File: src/design/ssd_pkg.sv
// Shared types, register codes and the digit segment table for the
// two-wire seven-segment display driver. No dependencies.
package ssd_pkg;

    localparam int CFG_IDX_W = 3;

    localparam logic [CFG_IDX_W-1:0] CFG_AUTO_ADDR  = 3'd0;
    localparam logic [CFG_IDX_W-1:0] CFG_START_ADDR = 3'd1;
    localparam logic [CFG_IDX_W-1:0] CFG_DISP_CTRL  = 3'd2;
    localparam logic [CFG_IDX_W-1:0] CFG_COLON_MASK = 3'd3;

    localparam logic [7:0] RST_AUTO_ADDR  = 8'h40;
    localparam logic [7:0] RST_START_ADDR = 8'hC0;
    localparam logic [7:0] RST_DISP_CTRL  = 8'h8F;
    localparam logic [7:0] RST_COLON_MASK = 8'h80;

    localparam int DIGIT_CNT = 4;

    typedef struct packed {
        logic       begin_update;
        logic       final_update;
        logic [7:0] char_first;
        logic [7:0] char_second;
        logic [7:0] char_third;
        logic [7:0] char_fourth;
        logic       segments_enabled;
        logic       dio_sample;
    } in_item_t;

    typedef struct packed {
        logic clk_line;
        logic dio_line;
        logic dio_drive;
        logic busy_res;
        logic ack_error;
        logic done_res;
    } out_item_t;

    typedef struct packed {
        logic [7:0] auto_addr;
        logic [7:0] addr_cmd;
        logic [7:0] disp_ctrl;
        logic [7:0] colon_mask;
    } cfg_regs_t;

    typedef logic [DIGIT_CNT-1:0][7:0] seg_bytes_t;

    // ASCII '0'..'9' to segment pattern, blank otherwise
    function automatic logic [7:0] seg_of_char(input logic [7:0] ch);
        logic [7:0] seg;
        case (ch)
            8'h30:   seg = 8'h3f;
            8'h31:   seg = 8'h06;
            8'h32:   seg = 8'h5b;
            8'h33:   seg = 8'h4f;
            8'h34:   seg = 8'h66;
            8'h35:   seg = 8'h6d;
            8'h36:   seg = 8'h7d;
            8'h37:   seg = 8'h07;
            8'h38:   seg = 8'h7f;
            8'h39:   seg = 8'h67;
            default: seg = 8'h00;
        endcase
        return seg;
    endfunction

endpackage

File: src/design/ssd_seg_enc.sv
// Character to segment encoder for the four display digits.
// Depends on ssd_pkg (item and config types, digit table).
module ssd_seg_enc (
    input  ssd_pkg::in_item_t   item,
    input  ssd_pkg::cfg_regs_t  cfg,
    output ssd_pkg::seg_bytes_t segs
);
    import ssd_pkg::*;

    logic [DIGIT_CNT-1:0][7:0] chars;
    logic                      colon;

    assign chars = {item.char_first, item.char_second, item.char_third, item.char_fourth};
    assign colon = !item.final_update;

    always_comb
    begin
        // segs[0] is the leftmost digit
        for (int i = 0; i < DIGIT_CNT; i++)
        begin
            segs[i] = item.segments_enabled ? seg_of_char(chars[DIGIT_CNT-1-i]) : 8'h00;
            if (colon)
            begin
                segs[i] = segs[i] | cfg.colon_mask;
            end
        end
    end

endmodule

File: src/design/ssd_core.sv
// Bit-bang sequencer: one tick per step, holds the transfer state and
// computes the line levels and status for that tick. Depends on ssd_pkg, ssd_seg_enc.
module ssd_core (
    input  logic               clk,
    input  logic               rst_n,
    input  logic               step,
    input  ssd_pkg::in_item_t  item,
    input  ssd_pkg::cfg_regs_t cfg,
    output ssd_pkg::out_item_t res
);
    import ssd_pkg::*;

    typedef enum logic [3:0] {
        PH_IDLE, PH_START0, PH_START1, PH_START2, PH_BITLOW, PH_BITHIGH,
        PH_ACKLOW, PH_ACKHIGH, PH_STOP0, PH_STOP1, PH_STOP2
    } phase_t;

    localparam logic [1:0] FSEL_AUTO = 2'd0;
    localparam logic [1:0] FSEL_ADDR = 2'd1;
    localparam logic [1:0] FSEL_CTRL = 2'd2;
    localparam logic [2:0] FRAME_LEN_DIGITS = 3'd5;
    localparam logic [2:0] FRAME_LEN_CMD    = 3'd1;
    localparam logic [3:0] BITS_PER_BYTE    = 4'd8;

    phase_t     phase_reg, phase_next, ph;
    logic [3:0] bit_cnt_reg, bit_cnt_next, bit_cnt_inc;
    logic [2:0] fbc_reg, fbc_next, fbc_inc, frame_len;
    logic [1:0] fsel_reg, fsel_next, fsel;
    logic [7:0] shift_reg, shift_next;
    logic       fault_reg, fault_next;
    logic       final_reg, final_next;
    logic       clk_lvl_reg, clk_lvl_next;
    logic       dio_lvl_reg, dio_lvl_next;
    logic       begin_go;
    logic       o_clk, o_dio, o_drive, o_busy, o_done;

    seg_bytes_t segs;
    logic [7:0] seg_latch_reg [DIGIT_CNT];

    ssd_seg_enc u_seg_enc (
        .item (item),
        .cfg  (cfg),
        .segs (segs)
    );

    assign bit_cnt_inc = bit_cnt_reg + 4'd1;
    assign fbc_inc     = fbc_reg + 3'd1;
    assign frame_len   = (fsel == FSEL_ADDR) ? FRAME_LEN_DIGITS : FRAME_LEN_CMD;

    always_comb
    begin
        begin_go   = (phase_reg == PH_IDLE) && item.begin_update;
        ph         = begin_go ? PH_START0 : phase_reg;
        fsel       = begin_go ? (item.final_update ? FSEL_ADDR : FSEL_AUTO) : fsel_reg;
        final_next = begin_go ? item.final_update : final_reg;
        fault_next = begin_go ? 1'b0 : fault_reg;

        phase_next   = ph;
        fsel_next    = fsel;
        bit_cnt_next = bit_cnt_reg;
        fbc_next     = fbc_reg;
        shift_next   = shift_reg;
        o_clk        = clk_lvl_reg;
        o_dio        = dio_lvl_reg;
        o_drive      = 1'b1;
        o_busy       = 1'b1;
        o_done       = 1'b0;
        clk_lvl_next = clk_lvl_reg;
        dio_lvl_next = dio_lvl_reg;

        unique case (ph)
            PH_START0:
            begin
                o_clk = 1'b1; o_dio = 1'b1; phase_next = PH_START1;
            end
            PH_START1:
            begin
                o_clk = 1'b1; o_dio = 1'b0; phase_next = PH_START2;
            end
            PH_START2:
            begin
                o_clk = 1'b0; o_dio = 1'b0;
                fbc_next     = 3'd0;
                bit_cnt_next = 4'd0;
                phase_next   = PH_BITLOW;
                case (fsel)
                    FSEL_AUTO: shift_next = cfg.auto_addr;
                    FSEL_CTRL: shift_next = cfg.disp_ctrl;
                    default:   shift_next = cfg.addr_cmd;
                endcase
            end
            PH_BITLOW:
            begin
                o_clk = 1'b0; o_dio = shift_reg[0]; phase_next = PH_BITHIGH;
            end
            PH_BITHIGH:
            begin
                o_clk = 1'b1; o_dio = shift_reg[0];
                shift_next   = {1'b0, shift_reg[7:1]};
                bit_cnt_next = bit_cnt_inc;
                phase_next   = (bit_cnt_inc >= BITS_PER_BYTE) ? PH_ACKLOW : PH_BITLOW;
            end
            PH_ACKLOW:
            begin
                o_clk = 1'b0; o_dio = 1'b0; o_drive = 1'b0;
                phase_next = PH_ACKHIGH;
                if (item.dio_sample)
                begin
                    // no acknowledge: abort, bus levels go back to idle high
                    fault_next = 1'b1;
                    o_done     = 1'b1;
                    phase_next = PH_IDLE;
                end
            end
            PH_ACKHIGH:
            begin
                o_clk = 1'b1; o_dio = 1'b0; o_drive = 1'b0;
                fbc_next = fbc_inc;
                if (fbc_inc < frame_len)
                begin
                    // digit bytes follow the address; byte k+1 is digit k
                    case (fsel)
                        FSEL_AUTO: shift_next = cfg.auto_addr;
                        FSEL_CTRL: shift_next = cfg.disp_ctrl;
                        default:   shift_next = seg_latch_reg[fbc_reg[1:0]];
                    endcase
                    bit_cnt_next = 4'd0;
                    phase_next   = PH_BITLOW;
                end
                else
                begin
                    phase_next = PH_STOP0;
                end
            end
            PH_STOP0:
            begin
                o_clk = 1'b0; o_dio = 1'b0; phase_next = PH_STOP1;
            end
            PH_STOP1:
            begin
                o_clk = 1'b1; o_dio = 1'b0; phase_next = PH_STOP2;
            end
            PH_STOP2:
            begin
                o_clk = 1'b1; o_dio = 1'b1;
                if (final_next || (fsel >= FSEL_CTRL))
                begin
                    o_done     = 1'b1;
                    phase_next = PH_IDLE;
                end
                else
                begin
                    fsel_next  = fsel + 2'd1;
                    phase_next = PH_START0;
                end
            end
            default:
            begin
                phase_next = PH_IDLE;
                o_busy     = 1'b0;
            end
        endcase

        if (ph == PH_ACKLOW && item.dio_sample)
        begin
            clk_lvl_next = 1'b1;
            dio_lvl_next = 1'b1;
        end
        else
        begin
            clk_lvl_next = o_clk;
            if (o_drive)
            begin
                dio_lvl_next = o_dio;
            end
        end

        res.clk_line  = o_clk;
        res.dio_line  = o_drive ? o_dio : 1'b0;
        res.dio_drive = o_drive;
        res.busy_res  = o_busy;
        res.ack_error = fault_next;
        res.done_res  = o_done;
    end

    always_ff @(posedge clk or negedge rst_n)
    begin
        if (!rst_n)
        begin
            phase_reg   <= PH_IDLE;
            bit_cnt_reg <= 4'd0;
            fbc_reg     <= 3'd0;
            fsel_reg    <= FSEL_AUTO;
            shift_reg   <= 8'h00;
            fault_reg   <= 1'b0;
            final_reg   <= 1'b0;
            clk_lvl_reg <= 1'b1;
            dio_lvl_reg <= 1'b1;
        end
        else if (step)
        begin
            phase_reg   <= phase_next;
            bit_cnt_reg <= bit_cnt_next;
            fbc_reg     <= fbc_next;
            fsel_reg    <= fsel_next;
            shift_reg   <= shift_next;
            fault_reg   <= fault_next;
            final_reg   <= final_next;
            clk_lvl_reg <= clk_lvl_next;
            dio_lvl_reg <= dio_lvl_next;
        end
    end

    always_ff @(posedge clk)
    begin
        if (step && begin_go)
        begin
            for (int i = 0; i < DIGIT_CNT; i++)
            begin
                seg_latch_reg[i] <= segs[i];
            end
        end
    end

endmodule

File: src/design/seven_segment_two_wire_driver.sv
// Two-wire seven-segment display driver, one bus tick per input beat.
// Each beat passes the input register, the tick logic and then the result register.
// Throughput: one beat per cycle while out_stall is low; tick logic is a single pass.
// Reset (rst_n low, async): bus idle high, no transfer, error flag clear,
// command registers at 0x40 / 0xC0 / 0x8F, colon mask 0x80.
// Depends on ssd_pkg, ssd_core.
module seven_segment_two_wire_driver (
    input  logic                            clk,
    input  logic                            rst_n,
    input  logic                            in_valid,
    output logic                            in_stall,
    input  ssd_pkg::in_item_t               in_data,
    output logic                            out_valid,
    input  logic                            out_stall,
    output ssd_pkg::out_item_t              out_data,
    input  logic                            cfg_valid,
    output logic                            cfg_ready,
    input  logic [ssd_pkg::CFG_IDX_W-1:0]   cfg_index,
    input  logic [7:0]                      cfg_data
);
    import ssd_pkg::*;

    cfg_regs_t cfg_reg;
    in_item_t  in_data_reg;
    logic      in_valid_reg;
    out_item_t out_data_reg;
    logic      out_valid_reg;
    out_item_t res;
    logic      advance;
    logic      in_take;

    assign cfg_ready = 1'b1;
    assign advance   = in_valid_reg && (!out_valid_reg || !out_stall);
    assign in_stall  = in_valid_reg && !advance;
    assign in_take   = in_valid && !in_stall;
    assign out_valid = out_valid_reg;
    assign out_data  = out_data_reg;

    always_ff @(posedge clk or negedge rst_n)
    begin
        if (!rst_n)
        begin
            cfg_reg.auto_addr  <= RST_AUTO_ADDR;
            cfg_reg.addr_cmd   <= RST_START_ADDR;
            cfg_reg.disp_ctrl  <= RST_DISP_CTRL;
            cfg_reg.colon_mask <= RST_COLON_MASK;
        end
        else if (cfg_valid && cfg_ready)
        begin
            unique case (cfg_index)
                CFG_AUTO_ADDR:  cfg_reg.auto_addr  <= cfg_data;
                CFG_START_ADDR: cfg_reg.addr_cmd   <= cfg_data;
                CFG_DISP_CTRL:  cfg_reg.disp_ctrl  <= cfg_data;
                CFG_COLON_MASK: cfg_reg.colon_mask <= cfg_data;
                default:        ;
            endcase
        end
    end

    ssd_core u_core (
        .clk   (clk),
        .rst_n (rst_n),
        .step  (advance),
        .item  (in_data_reg),
        .cfg   (cfg_reg),
        .res   (res)
    );

    always_ff @(posedge clk or negedge rst_n)
    begin
        if (!rst_n)
        begin
            in_valid_reg  <= 1'b0;
            out_valid_reg <= 1'b0;
        end
        else
        begin
            if (in_take)
            begin
                in_valid_reg <= 1'b1;
            end
            else if (advance)
            begin
                in_valid_reg <= 1'b0;
            end

            if (advance)
            begin
                out_valid_reg <= 1'b1;
            end
            else if (!out_stall)
            begin
                out_valid_reg <= 1'b0;
            end
        end
    end

    always_ff @(posedge clk)
    begin
        if (in_take)
        begin
            in_data_reg <= in_data;
        end
        if (advance)
        begin
            out_data_reg <= res;
        end
    end

endmodule

File: config.mk
export PLATFORM = sky130hd
export DESIGN_NAME = seven_segment_two_wire_driver
export DESIGN_NICKNAME = d
export VERILOG_FILES = /design/src/design/ssd_pkg.sv /design/src/design/ssd_seg_enc.sv /design/src/design/ssd_core.sv /design/src/design/seven_segment_two_wire_driver.sv
export SDC_FILE = /design/constraint.sdc
export NUM_CORES = 1
export LEC_CHECK = 0
export BUFFER_PORTS_ARGS = -buffer_cell sky130_fd_sc_hd__buf_4
export CAP_MARGIN = 10
export CORE_UTILIZATION = 60
export CTS_CLUSTER_DIAMETER = 120
export DETAILED_ROUTE_END_ITERATION = 8
export PLACE_DENSITY = 0.84
export REMOVE_ABC_BUFFERS = 1
export SYNTH_ARGS = -nofsm -noshare
export SYNTH_HDL_FRONTEND = slang
export SYNTH_SLANG_ARGS = --single-unit
File: constraint.sdc
create_clock -name clk -period 6.6 [get_ports clk]
set_input_delay 0.66 -clock clk [delete_from_list [all_inputs] [get_ports clk]]
set_output_delay 0.66 -clock clk [all_outputs]
set_load 0.005 [all_outputs]
==> results.sh <==
export IMPL_status="completed"
export IMPL_rsz0062_at_grt="no"
export IMPL_synthToLayoutAreaGrowth_pct=16.86
export IMPL_synth_area_per_cell_um2=11.43
export IMPL_cts_buffers=17
export IMPL_slew_limit_headroom_pct=31.36
export IMPL_gp_congestion=0.8712
export IMPL_p_leak_nw=2.860
export IMPL_die_h_um=104.2
export IMPL_die_w_um=104.2
export IMPL_worst_path_buf_inv=2
export IMPL_clock_path_buffers=2
export IMPL_p_per_area_mw_per_mm2=376.6
export IMPL_clock_sinks=130
export IMPL_cts_hold_buffers=0
export IMPL_setup_viol=0
export IMPL_final_common_cell="edfxtp_1"
export IMPL_finalHoldViolCount=0
export IMPL_postCtsSetupBuffers=0
export IMPL_cts_tree="done"
export IMPL_ios=61
export IMPL_fin_crit_ns=3.828
export IMPL_maxCapViolations=0
export IMPL_vias=4578
export IMPL_routed_wirelength_um=13260
export IMPL_mostFrequentLayoutCells="edfxtp_1 (71), buf_4 (62), nand2_1 (53)"
export IMPL_synth_cell_types=54
export IMPL_start_kind="flop"
export IMPL_firstDrtPassIters=5
export IMPL_grt_max_degree=60
export IMPL_cp_cell_sequence="nor4_2 > a21boi_1 > nor2_1 > inv_2 > ha_1 > inv_1 > ha_1 > a21oi_1 > o21a_1 > nand2_1 > o32a_1"
export IMPL_hp_class="input pin to async pin"
export IMPL_whs_ns=0.1975
export IMPL_async_reset_ff_share_pct=45.38
export IMPL_wl_per_cell_um=17.87
export IMPL_cp_end_kind="flop"
export IMPL_grt_pass1_vias=4380
export IMPL_ys_seq_area_share_pct=57.83
export IMPL_placementRows=36
export IMPL_dp_cells=710
export IMPL_grt_util_all_layers_pct=26.04
export IMPL_path_clk_slew_ns=0.06
export IMPL_htreeDepth=4
export IMPL_netlist_area_mm2=0.006264
export IMPL_port_buffers=59
export IMPL_ys_flop_type="edfxtp_1"
export IMPL_ant_nets=0
export IMPL_clkLatencyLatePin_ns=0.52
export IMPL_synth_warnings=0
export IMPL_fill_cells=660
export IMPL_fin_nets=654
export IMPL_path_class="flop to flop"
export IMPL_crit_path_frequent_cell="ha_1"
export IMPL_cts_resized=0
export IMPL_remaining_drc_errors=0
export IMPL_hpwl_um=9253
export IMPL_synth_area_leader_cell="edfxtp_1"
export IMPL_ys_ff_latch=130
export IMPL_core_area_mm2=0.009955
export IMPL_final_cells=742
export IMPL_slowest_delay_ns=0.77
export IMPL_grt_first_pass_wirelength_um=21680
export IMPL_clock_fmax_mhz=261.2
export IMPL_antenna_found_initial=0
export IMPL_grt_ovfl_total=0
export IMPL_crit_required_ns=7.00
export IMPL_synthTopCellsByArea="edfxtp_1 (34%), dfrtp_1 (19%), mux2_2 (5.8%)"
export IMPL_synth_edf_count=71
export IMPL_drive_gt1_share_pct=24.47
export IMPL_root_buffer="clkbuf_8"
export IMPL_tightestPinTransition_ns=1.028
export IMPL_drt_iter0_drc=531
export IMPL_via_per_inst=6.170
export IMPL_cp_arrival_ns=4.23
export IMPL_ir_drop_uv=266.4
export IMPL_post_route_period_util_pct=58.01
export IMPL_largest_reg_flops=36
export IMPL_synth_top_area_share_pct=34.04
export IMPL_crit_slowest_cell="a21boi_1"
export IMPL_clock_skew_ns=0.005624
export IMPL_synth_cells=548
export IMPL_setup_tns_final_ns=0
export IMPL_drv_slew=0
export IMPL_diodes=0
export IMPL_die_area_mm2=0.01085
export IMPL_worstPathMaxFanout=22
export IMPL_initial_core_util_pct=62.92
export IMPL_path_delay_family="compound AO/OA/AOI/OAI gates"
-- layout make-up --
| class | instances | area [um2] | share of cell area (%) |
|---|---|---|---|
| clock buffers | 18 | 417.9 | 5.709 |
| clock inverters | 14 | 137.6 | 1.880 |
| inverters | 18 | 67.56 | 0.9231 |
| multi-input cells | 367 | 2442 | 33.37 |
| flip-flops and latches | 130 | 3622 | 49.49 |
| well taps | 133 | 166.4 | 2.274 |
| repair buffers | 62 | 465.4 | 6.359 |
-- cells in the mapped netlist (8+ instances only) --
cell and count:
edfxtp_1 71, nand2_1 53, dfrtp_1 48, a21oi_1 47, nor2_1 38, o21ai_0 38
mux2_2 32, clkbuf_1 25, inv_1 17, nand3_1 15, nand2b_1 14, o31ai_1 13
dfstp_2 11, o21ai_1 10, a22o_1 9, nor2b_1 8, o32a_1 8
-- power breakdown --
group | switching, mW | total, mW | internal [mW]
sequential | 0.157 | 1.19 | 1.04
clock | 0.337 | 0.871 | 0.534
combinational | 0.374 | 0.691 | 0.317
total | 0.868 | 2.76 | 1.89
-- path summary, 6_finish.rpt --
| path | startpoint | to | slack (ns) | cells past startpoint |
|---|---|---|---|---|
| max in group asynchronous | rst_n | cfg_reg[16] | 5.91 | 1 |
| setup reg to reg | u_core.phase_reg[1] | u_core.shift_reg[6] | 2.77 | 11 |
| min in group clk | in_data[21] | in_data_reg[21] | 0.31 | 1 |
| hold / removal | rst_n | u_core.fbc_reg[0] | 0.20 | 1 |
| hold reg to reg | u_core.bit_cnt_reg[2] | u_core.bit_cnt_reg[2] | 0.47 | 1 |
| setup / recovery | u_core.phase_reg[1] | u_core.shift_reg[6] | 2.77 | 11 |
-- kinds of logic after synthesis --
group | Yosys count | share of synthesized area (%)
multiplexers | 41 | 8.630
buffers and inverters | 51 | 3.196
AO/OA/AOI/OAI | 156 | 16.02
flip-flops | 130 | 57.83
other | 1 | 0.05987
adder cells (fa/ha/maj) | 6 | 1.199
AND/OR/NAND/NOR | 157 | 12.23
XOR/XNOR | 6 | 0.8390
-- routing by layer --
layer  part of all wire [%]  wire length (um)  global-route usage [%]  vias up
met4                    2.1               278                   10.00        0
met3                    7.0               933                   6.767       33
met2                     49              6524                   41.33      193
met1                     42              5519                   34.56     2221
li1                       -                 -                       -     2131
met5                      0                 0                       0        -
-- worst reg2reg max path: stages, from the launching register on --
cell and delay (ns):
dfrtp_1 0.75, nor4_2 0.17, a21boi_1 0.77, nor2_1 0.23
inv_2 0.14, ha_1 0.15, inv_1 0.04, ha_1 0.26
a21oi_1 0.26, o21a_1 0.53, nand2_1 0.11, o32a_1 0.30
-- stage by stage --
step	power, mW	utilization [%]	instance area (um2)	setup WS, ns
finish	2.756	73.53	7320	2.772
global route	2.903	73.53	7320	2.377
CTS	2.763	73.53	7320	2.815
detailed placement	1.882	67.95	6764	2.788
global placement	1.848	67.95	6764	3.017
floorplan	1.656	-	6131	3.405
Power figures use the tool's default switching activity.
